==> config.mk <==
export PLATFORM = sky130hd
export DESIGN_NAME = buzzer_beep_pattern_generator
export DESIGN_NICKNAME = d
export VERILOG_FILES = /design/src/bbpg_pkg.sv /design/src/bbpg_step.sv /design/src/buzzer_beep_pattern_generator.sv
export SDC_FILE = /design/constraint.sdc
export NUM_CORES = 1
export LEC_CHECK = 0
export ABC_AREA = 1
export CAP_MARGIN = 20
export CORE_MARGIN = 5
export CORE_UTILIZATION = 45
export DETAILED_ROUTE_END_ITERATION = 6
export DONT_BUFFER_PORTS = 1
export PLACE_DENSITY = 0.71
export SLEW_MARGIN = 30
export SYNTH_ARGS = -nofsm -noshare
export SYNTH_HDL_FRONTEND = slang
export SYNTH_SLANG_ARGS = --single-unit
==> constraint.sdc <==
create_clock -name clk -period 8.4 [get_ports clk]
set_clock_uncertainty 0.2 [all_clocks]
set_input_delay 0.42 -clock clk [delete_from_list [all_inputs] [get_ports clk]]
set_output_delay 0.42 -clock clk [all_outputs]
set_load 0.02 [all_outputs]
==> src/bbpg_pkg.sv <==
`timescale 1ns / 1ps

package bbpg_pkg;

	localparam int LEN_W     = 15;
	localparam int COUNT_W   = 7;
	localparam int BEEP_W    = 8;
	localparam int CFG_IDX_W = 2;

	localparam logic [LEN_W-1:0]   CYCLE_RESET    = 15'd200;
	localparam logic [LEN_W-1:0]   DUTY_RESET     = 15'd100;
	localparam logic [COUNT_W-1:0] ENDLESS_REPEAT = 7'd100;

	localparam logic [CFG_IDX_W-1:0] REG_CYCLE = 2'd0;
	localparam logic [CFG_IDX_W-1:0] REG_DUTY  = 2'd1;

	typedef enum logic [1:0] {
		FUNC_TICK  = 2'd0,
		FUNC_START = 2'd1,
		FUNC_ON    = 2'd2,
		FUNC_OFF   = 2'd3
	} func_t;

	typedef struct packed {
		func_t              func;
		logic [COUNT_W-1:0] beep_count;
		logic [COUNT_W-1:0] pause_count;
		logic [COUNT_W-1:0] repeat_count;
	} in_item_t;

	typedef struct packed {
		logic buzzer_level;
		logic pattern_active;
	} out_item_t;

	typedef struct packed {
		logic [LEN_W-1:0] cycle_length;
		logic [LEN_W-1:0] duty_length;
	} cfg_t;

	typedef struct packed {
		logic [LEN_W-1:0]   tick_counter;
		logic [BEEP_W-1:0]  beep_index;
		logic [COUNT_W-1:0] repeat_index;
		logic [COUNT_W-1:0] active_beeps;
		logic [COUNT_W-1:0] pause_beeps;
		logic [COUNT_W-1:0] repeat_target;
		logic               drive_level;
	} pat_state_t;

endpackage

==> src/bbpg_step.sv <==
`timescale 1ns / 1ps

module bbpg_step (
	input  bbpg_pkg::pat_state_t cur,
	input  bbpg_pkg::cfg_t       cfg,
	input  bbpg_pkg::in_item_t   item,
	output bbpg_pkg::pat_state_t nxt
);
	import bbpg_pkg::*;

	logic [LEN_W-1:0]   tc;
	logic [BEEP_W-1:0]  bi;
	logic [BEEP_W-1:0]  group_len;
	logic [COUNT_W-1:0] ri;
	logic [COUNT_W-1:0] ab;

	assign group_len = {1'b0, cur.active_beeps} + {1'b0, cur.pause_beeps};

	always_comb begin
		nxt = cur;
		tc  = cur.tick_counter + 1'b1;
		bi  = cur.beep_index;
		ri  = cur.repeat_index;
		ab  = cur.active_beeps;
		case (item.func)
			FUNC_TICK: begin
				if (cur.active_beeps != '0) begin
					// drop the level once past the duty window
					if (cur.tick_counter >= cfg.duty_length &&
					    cur.tick_counter < cfg.cycle_length) begin
						nxt.drive_level = 1'b0;
					end
					if (tc >= cfg.cycle_length) begin
						tc = '0;
						bi = cur.beep_index + 1'b1;
						if (bi >= group_len) begin
							bi = '0;
							ri = cur.repeat_index + 1'b1;
							if (ri >= cur.repeat_target) begin
								ri = '0;
								if (cur.repeat_target < ENDLESS_REPEAT) begin
									ab = '0;
								end
							end
						end
					end
					// a stopped pattern has ab zero, so this stays off
					if (tc < cfg.duty_length && bi < {1'b0, ab}) begin
						nxt.drive_level = 1'b1;
					end
					nxt.tick_counter = tc;
					nxt.beep_index   = bi;
					nxt.repeat_index = ri;
					nxt.active_beeps = ab;
				end
			end
			FUNC_START: begin
				nxt.active_beeps  = item.beep_count;
				nxt.pause_beeps   = item.pause_count;
				nxt.repeat_target = item.repeat_count;
				nxt.beep_index    = '0;
				nxt.repeat_index  = '0;
			end
			FUNC_ON: begin
				nxt.active_beeps = '0;
				nxt.drive_level  = 1'b1;
			end
			default: begin
				nxt.active_beeps = '0;
				nxt.drive_level  = 1'b0;
			end
		endcase
	end

endmodule

==> src/buzzer_beep_pattern_generator.sv <==
`timescale 1ns / 1ps

// Buzzer pattern generator stepped by command words (tick, start, force on,
// force off). Each accepted word yields one result word (buzzer level and
// pattern-active flag) on the next cycle, and a new word is taken in every
// cycle: the pattern state update is one short pass of counter logic, and the
// output register takes the next word whenever it is empty or its current
// word is taken in the same cycle. The two length registers are written through
// the cfg port, index 0 cycle length and index 1 duty length; a write to either
// clears the tick counter. There is no start-up sweep; the block is ready out of reset.
module buzzer_beep_pattern_generator (
	input  logic                                clk,
	input  logic                                arst_n,
	input  logic                                in_valid,
	output logic                                in_ready,
	input  bbpg_pkg::in_item_t                  in_data,
	output logic                                out_valid,
	input  logic                                out_ready,
	output bbpg_pkg::out_item_t                 out_data,
	input  logic                                cfg_we,
	input  logic [bbpg_pkg::CFG_IDX_W-1:0]      cfg_index,
	input  logic [bbpg_pkg::LEN_W-1:0]          cfg_data
);
	import bbpg_pkg::*;

	cfg_t       cfg_q;
	pat_state_t state_q;
	pat_state_t state_nxt;
	pat_state_t state_d;
	out_item_t  out_q;
	logic       out_valid_q;
	logic       in_fire;
	logic       cfg_hit;

	assign in_ready  = !out_valid_q || out_ready;
	assign in_fire   = in_valid && in_ready;
	assign cfg_hit   = cfg_we && (cfg_index == REG_CYCLE || cfg_index == REG_DUTY);
	assign out_valid = out_valid_q;
	assign out_data  = out_q;

	bbpg_step u_step (
		.cur  (state_q),
		.cfg  (cfg_q),
		.item (in_data),
		.nxt  (state_nxt)
	);

	always_ff @(posedge clk or negedge arst_n) begin
		if (!arst_n) begin
			cfg_q.cycle_length <= CYCLE_RESET;
			cfg_q.duty_length  <= DUTY_RESET;
		end else if (cfg_we) begin
			case (cfg_index)
				REG_CYCLE: cfg_q.cycle_length <= cfg_data;
				REG_DUTY:  cfg_q.duty_length  <= cfg_data;
				default: ;
			endcase
		end
	end

	always_comb begin
		state_d = in_fire ? state_nxt : state_q;
		// a length write restarts the cycle count
		if (cfg_hit) begin
			state_d.tick_counter = '0;
		end
	end

	always_ff @(posedge clk or negedge arst_n) begin
		if (!arst_n) begin
			state_q <= '0;
		end else begin
			state_q <= state_d;
		end
	end

	always_ff @(posedge clk or negedge arst_n) begin
		if (!arst_n) begin
			out_valid_q <= 1'b0;
		end else if (in_ready) begin
			out_valid_q <= in_valid;
		end
	end

	always_ff @(posedge clk) begin
		if (in_fire) begin
			out_q.buzzer_level   <= state_nxt.drive_level;
			out_q.pattern_active <= (state_nxt.active_beeps != '0);
		end
	end

`ifndef ASSERT_OFF
	a_cfg_clears_tick: assert property (@(posedge clk) disable iff (!arst_n)
		cfg_hit |=> state_q.tick_counter == '0)
		else $error("tick counter not cleared by length write");

	a_active_flag: assert property (@(posedge clk) disable iff (!arst_n)
		in_fire |=> out_q.pattern_active == (state_q.active_beeps != '0))
		else $error("pattern_active disagrees with pattern state");

	a_level_flag: assert property (@(posedge clk) disable iff (!arst_n)
		in_fire |=> out_q.buzzer_level == state_q.drive_level)
		else $error("buzzer_level disagrees with drive state");

	a_force_on: assert property (@(posedge clk) disable iff (!arst_n)
		in_fire && in_data.func == FUNC_ON |=> out_q.buzzer_level && !out_q.pattern_active)
		else $error("force on did not stop pattern with buzzer on");

	a_tick_in_cycle: assert property (@(posedge clk) disable iff (!arst_n)
		in_fire && in_data.func == FUNC_TICK && state_q.active_beeps != '0 && !cfg_we
		|=> state_q.tick_counter < cfg_q.cycle_length || cfg_q.cycle_length == '0)
		else $error("tick counter ran past cycle length");
`endif

endmodule

Word level (Yosys, flattened, before mapping)
Index checks and enable logic that the tools add are counted.

cells by class
  muxes and demuxes = 27
  $add $sub $neg = 4
  magnitude comparators = 8
  reduce and logical (&&, ||, !) cells = 21
  eq/ne operators = 6

operator list
  kind                                                              count
  15-bit two-way mux                                                5
  7-bit two-way mux                                                 9
  52-bit two-way mux                                                1
  37-bit two-way mux                                                1
  8-bit two-way mux                                                 4
  15-bit greater-or-equal comparator                                2
  15-bit less-than comparator                                       2
  15-bit case mux with 2 select lines                               1
  15-bit by 1-bit adder with 15-bit output (second input constant)  1
  14-bit two-way mux                                                1
  7-bit case mux with 2 select lines                                1
  7-bit nonzero test                                                2
  7-bit by 7-bit adder with 8-bit output                            1
  8-bit by 1-bit adder with 8-bit output (second input constant)    1
  8-bit greater-or-equal comparator                                 1
  8-bit by 7-bit less-than comparator with 1-bit output             1
  2-bit nonzero test                                                4
  7-bit by 1-bit adder with 7-bit output (second input constant)    1
  7-bit greater-or-equal comparator                                 1
  7-bit less-than comparator (second input constant)                1
  2-bit by 1-bit != test with 1-bit output (second input constant)  3
  2-bit AND reduction                                               3
  3-bit AND reduction                                               2
  5-bit AND reduction                                               1
  other kinds (8)                                                   16

storage, ports and cells
  output and inout bits = 4
  bits in registers = 85

Logic depth before layout (Yosys ltp)
  word-level depth = 14
  gate-level depth with buffers = 33

Hierarchy
Synthesis repeated with hierarchy kept, for this count alone.

second synthesis, totals
  cell total of the unflattened synthesis = 985
  area total of the unflattened synthesis = 7083.0 µm²

by module, submodules not included
  module                         area each (µm²)  seq. area each (µm²)  cells each  times used
  bbpg_step                      3788.6           0.0                   634         1
  buzzer_beep_pattern_generator  3294.4           2144.6                351         1

Worst setup path after synthesis
Ideal clock, no wire load.

  path kind = register -> register
  start = reg state_q[38] (netlist name)
  end = reg out_q, in the netlist out_data[1], data pin
  period minus slack after synthesis = 4350 ps
  arrival time = 4004 ps
  path slack = 4050 ps
  stages on the path, launching flop included = 31
  path buffers = 1
  setup time = 146 ps
  data required time = 8054 ps
  path through = dfrtp_1 -> ha_1 -> nand2_2 -> nor2_4 -> nand3_2 -> nor2_2 -> nand3_2 -> nor2_2 -> nand3_2 -> nor3_4 -> xor2_2 -> ha_1 -> nand2_1 -> nor2_2 -> nand2_1 -> nor2_1 -> nor2_1 -> nand3_4 -> clkbuf_1 -> o21ai_0 -> nand2_1 -> inv_1 -> ha_1 -> a211o_1 -> a21oi_1 -> o211ai_1 -> nor2_1 -> o211ai_1 -> a21oi_1 -> nand2_1 -> a21boi_1

RTL lines
  what                    RTL line                             text
  start, declared         buzzer_beep_pattern_generator.sv:27  pat_state_t state_q;
  start signal, assigned  buzzer_beep_pattern_generator.sv:73  state_q <= state_d;
  end, declared           buzzer_beep_pattern_generator.sv:30  out_item_t out_q;

==> qor.log <==
[clock_tree] TritonCTS buffer count 9
[global_routing] wire length of the first global-routing pass 24900 um
[floorplanning] placeable core region 13900 um^2
[worst_setup_path] Worst R2R Setup Slack 3550 ps
[clock_tree] Post-CTS Setup Inserts 0
[timing] Setup Total Neg Slack 0 ps
[placement] HPWL Detailed 11400 um
[cells_and_area] count of fill cells added during filler insertion 1352
[worst_setup_path] Critical Path Sink Type flip-flop
[synth] basic-gate share of the synthesized area counting and, or, nand and nor cells 0.230
[clock_tree] TritonCTS clock tree done
[clock_tree] maximum level of the CTS H-tree 3
[cells_and_area] nets 1004
[clock_tree] Clock Pin Slew Worst Setup and Hold Paths 70 ps
[timing] RSZ-0062 raised after global routing no
[timing] Final Max Tran Viols 0
[worst_hold_path] HP Class input port to flip-flop
[floorplanning] height of the die 129 um
[routing] Vias per Instance 5.05
[synth] number of storage elements in the synthesis netlist 85
[routing] Avg WL per Cell 13.7 um
[global_routing] number of antenna violations at the first check in global routing 0
[placement] final estimated routing congestion in global placement 0.888
[synth] FFs w/ async S/R, synth 0.976
[floorplanning] count of pins on the block boundary 49
[placement] count of input and output buffers 0
[timing] worst path setup slack after routing 3550 ps
[routing] vias 5320
[placement] dpl cell area 6580 um^2
[worst_setup_path] arrival time at the worst endpoint 4860 ps
[clock_tree] clock latency on the worst-skew pair 350 ps
[synth] synthesized-area fraction occupied by adder cells 0.179
[floorplanning] Row Count 43
[routing] Initial DRT Pass Iterations 5
[synth] Post-Syn Nets 987
[pwr] final total power 0.00125 W
[timing] final setup violating endpoints 0
[worst_setup_path] category of the critical setup timing path flip-flop to flip-flop
[timing] ratio of final minimum period to clock period 0.578
[synth] EDFF count, synth 2
[cells_and_area] synthesis-to-layout area growth 10.3%
[synth] distinct cell type count of the synthesized netlist 46
[global_routing] pin count of the biggest net entering global routing 84
[floorplanning] Initial Util 0.460
[routing] total wirelength of the detailed-routed design 14400 um
[floorplanning] full die area 16700 um^2
[clock_tree] number of instances resized during post-cts repair 0
[synth] ys flop type sky130_fd_sc_hd__dfrtp_1
[global_routing] Overall Global Routing Usage 0.184
[placement] Place WS 3560 ps
[cells_and_area] diodes inserted 0
[synth] synthesized area 6400 um^2
[cells_and_area] post-layout instance area 7060 um^2
[worst_setup_path] required time of the worst setup path 8410 ps
[clock_tree] CTS Buffer Depth 2
[worst_setup_path] crit-path max FO 18
[clock_tree] clock net sink count 85
[global_routing] via count of the first global-routing pass 5312
[clock_tree] Clock Root Buffer sky130_fd_sc_hd__clkbuf_16
[synth] xor/xnor share of the synthesized area 0.0285
[timing] Rel. slew slack 0.423
[routing] initial DRC count 375
[cells_and_area] ratio of cells with drive above 1 in the final layout 0.0641
[synth] post-synthesis cell count 851
[run_status] status completed
[timing] time the worst path needs with I/O delays and setup 4850 ps
[cells_and_area] final core occ 0.507
[pwr] Peak supply drop 137 uV
[synth] share of synthesized area occupied by flip-flops and latches 0.335
[worst_setup_path] CP max-delay cell sky130_fd_sc_hd__dfrtp_1
[pwr] Power Density 178 nW/um^2
[worst_setup_path] Critical Path Source Type flip-flop
[pwr] static leakage 3.90 nW
[synth] count of yosys warnings during synthesis 0
[floorplanning] horizontal die dimension 129 um
[synth] syn_area_per_cell 7.52 um^2
[global_routing] sum of overflow across all layers after global routing 0
[routing] Detail Route Antenna Nets 0
[worst_setup_path] Worst path most repeated cell sky130_fd_sc_hd__nand2_1
[synth] mux cell area share after synthesis 0
[synth] Compound-Gate Fraction of Synth Area 0.124
[timing] final hold violations 0
[routing] detailed-route DRC error count 0
[flow_run] Max-cap violations 0
[timing] maximum operating frequency 206 MHz
[worst_setup_path] largest incremental delay on the critical path 410 ps
[synth] combinational family with the most area after synthesis simple AND/OR/NAND/NOR gates
[timing] transition time at the pin with the least slew margin 863 ps
[kinds of logic (layout without fill, tap and decap cells)]
| logic type | after synthesis | count (layout) |
|---|---|---|
| buffers and inverters | 173 | 195 |
| DFF | 85 | 85 |
| AOI/OAI and AO/OA | 146 | 146 |
| adders and majority gates | 91 | 91 |
| and+or+nand+nor | 336 | 336 |
| xor gates and xnor gates | 20 | 20 |
[worst paths after layout]
check | from | to | cells after the start
max | state_q[38] | out_data[1] | 30
min | in_data[1] | state_q[2] | 2
max reg2reg | state_q[38] | out_data[1] | 30
min reg2reg | cfg_q[24] | cfg_q[24] | 2
max in group asynchronous | arst_n | cfg_q[22] | 2
min in group asynchronous | arst_n | cfg_q[4] | 2
[report_power, final]
group	internal (W)	switching (W)	total, W
clock	0.000208	0.000189	0.000397
sequential	0.000466	0.0000410	0.000506
combinational	0.000133	0.000219	0.000351
[metrics by stage]
step | instances | hold slack (ps)
6_report | 1053 | 8.28
5_1_grt | 1053 | 22.8
4_1_cts | 1053 | 1.46
3_5_place_dp | 1019 | -73.8
3_3_place_gp | 1019 | -73.0
2_1_floorplan | 851 | -75.6
[state kept, by name, indices dropped and copies added, names as in the netlist]
name,count
state_q,52
out_valid,1
cfg_q,30
out_data,2
[synthesized netlist by cell type (2+ instances only)]
library cell | number | area [um^2]
sky130_fd_sc_hd__ha_1 | 90 | 1130
sky130_fd_sc_hd__nand3_1 | 22 | 110
sky130_fd_sc_hd__o211ai_1 | 4 | 30.0
sky130_fd_sc_hd__o21ai_1 | 4 | 20.0
sky130_fd_sc_hd__xnor2_1 | 4 | 35.0
sky130_fd_sc_hd__nand3_2 | 4 | 40.0
sky130_fd_sc_hd__nor4_1 | 2 | 12.5
sky130_fd_sc_hd__nor2_1 | 40 | 150
sky130_fd_sc_hd__dfrtp_1 | 77 | 1930
sky130_fd_sc_hd__o22ai_1 | 15 | 93.8
sky130_fd_sc_hd__a31oi_1 | 3 | 18.8
sky130_fd_sc_hd__o21ai_0 | 74 | 370
sky130_fd_sc_hd__nor3_1 | 5 | 25.0
sky130_fd_sc_hd__nand3_4 | 2 | 35.0
sky130_fd_sc_hd__inv_2 | 4 | 15.0
sky130_fd_sc_hd__nand4_1 | 8 | 50.1
sky130_fd_sc_hd__nor2_2 | 6 | 37.5
sky130_fd_sc_hd__or2_2 | 2 | 12.5
sky130_fd_sc_hd__dfstp_2 | 6 | 158
sky130_fd_sc_hd__clkbuf_1 | 10 | 37.5
sky130_fd_sc_hd__nand2_2 | 4 | 25.0
sky130_fd_sc_hd__o21ai_2 | 3 | 26.3
sky130_fd_sc_hd__buf_2 | 2 | 10.0
sky130_fd_sc_hd__xor2_1 | 15 | 131
sky130_fd_sc_hd__nor2_4 | 2 | 22.5
sky130_fd_sc_hd__nor3_2 | 2 | 20.0
sky130_fd_sc_hd__nand2_1 | 229 | 860
sky130_fd_sc_hd__nand3b_1 | 3 | 22.5
sky130_fd_sc_hd__a211oi_1 | 2 | 15.0
sky130_fd_sc_hd__edfxtp_1 | 2 | 60.1
sky130_fd_sc_hd__a21oi_1 | 36 | 180
sky130_fd_sc_hd__inv_1 | 155 | 582
[final cells by class]
class / count / area (um^2) / share of cell area
clock inverter: 7 / 65.1 / 0.00921
clock buffer: 9 / 225 / 0.0319
tap: 180 / 225 / 0.0319
inverter: 160 / 601 / 0.0850
multi-input combinational: 593 / 3600 / 0.509
sequential: 85 / 2140 / 0.304
timing repair buffer: 19 / 205 / 0.0291
[worst max-delay path, delay by kind of cell (launching register included)]
kind / cells / cell delay (ps)
buf+inv: 3 / 380
flops: 1 / 410
xor+xnor: 1 / 200
compound gates: 6 / 810
simple gates: 17 / 1910
fa+ha+maj: 3 / 790
[per-layer routing]
layer	up-vias	GRT usage	part of all wire
li1	2781	-	-
met1	2431	0.253	0.48
met2	88	0.299	0.46
met3	20	0.0276	0.034
met4	0	0.0630	0.020
met5	-	0	0
[layout by cell type, fill, tap and decap left out, types with 4 or more instances in the layout]
cell and instances:
sky130_fd_sc_hd__a21oi_1 36, sky130_fd_sc_hd__clkbuf_16 9, sky130_fd_sc_hd__dfrtp_1 77, sky130_fd_sc_hd__dfstp_2 6, sky130_fd_sc_hd__dlygate4sd3_1 17, sky130_fd_sc_hd__ha_1 90
sky130_fd_sc_hd__inv_1 155, sky130_fd_sc_hd__inv_2 4, sky130_fd_sc_hd__nand2_1 229, sky130_fd_sc_hd__nand2_2 4, sky130_fd_sc_hd__nand3_1 22, sky130_fd_sc_hd__nand3_2 4
sky130_fd_sc_hd__nand4_1 8, sky130_fd_sc_hd__nor2_1 40, sky130_fd_sc_hd__nor2_2 6, sky130_fd_sc_hd__nor3_1 5, sky130_fd_sc_hd__o211ai_1 4, sky130_fd_sc_hd__o21ai_0 74
sky130_fd_sc_hd__o21ai_1 4, sky130_fd_sc_hd__o22ai_1 15, sky130_fd_sc_hd__xnor2_1 4, sky130_fd_sc_hd__xor2_1 15
[what timing repair did]
action / CTS / global route
endpoints found under the hold margin: 100 / 0
endpoints found under the setup margin: 0 / 0
hold buffers: 18 / 0
Note: power is estimated with default switching activity, not from simulation.
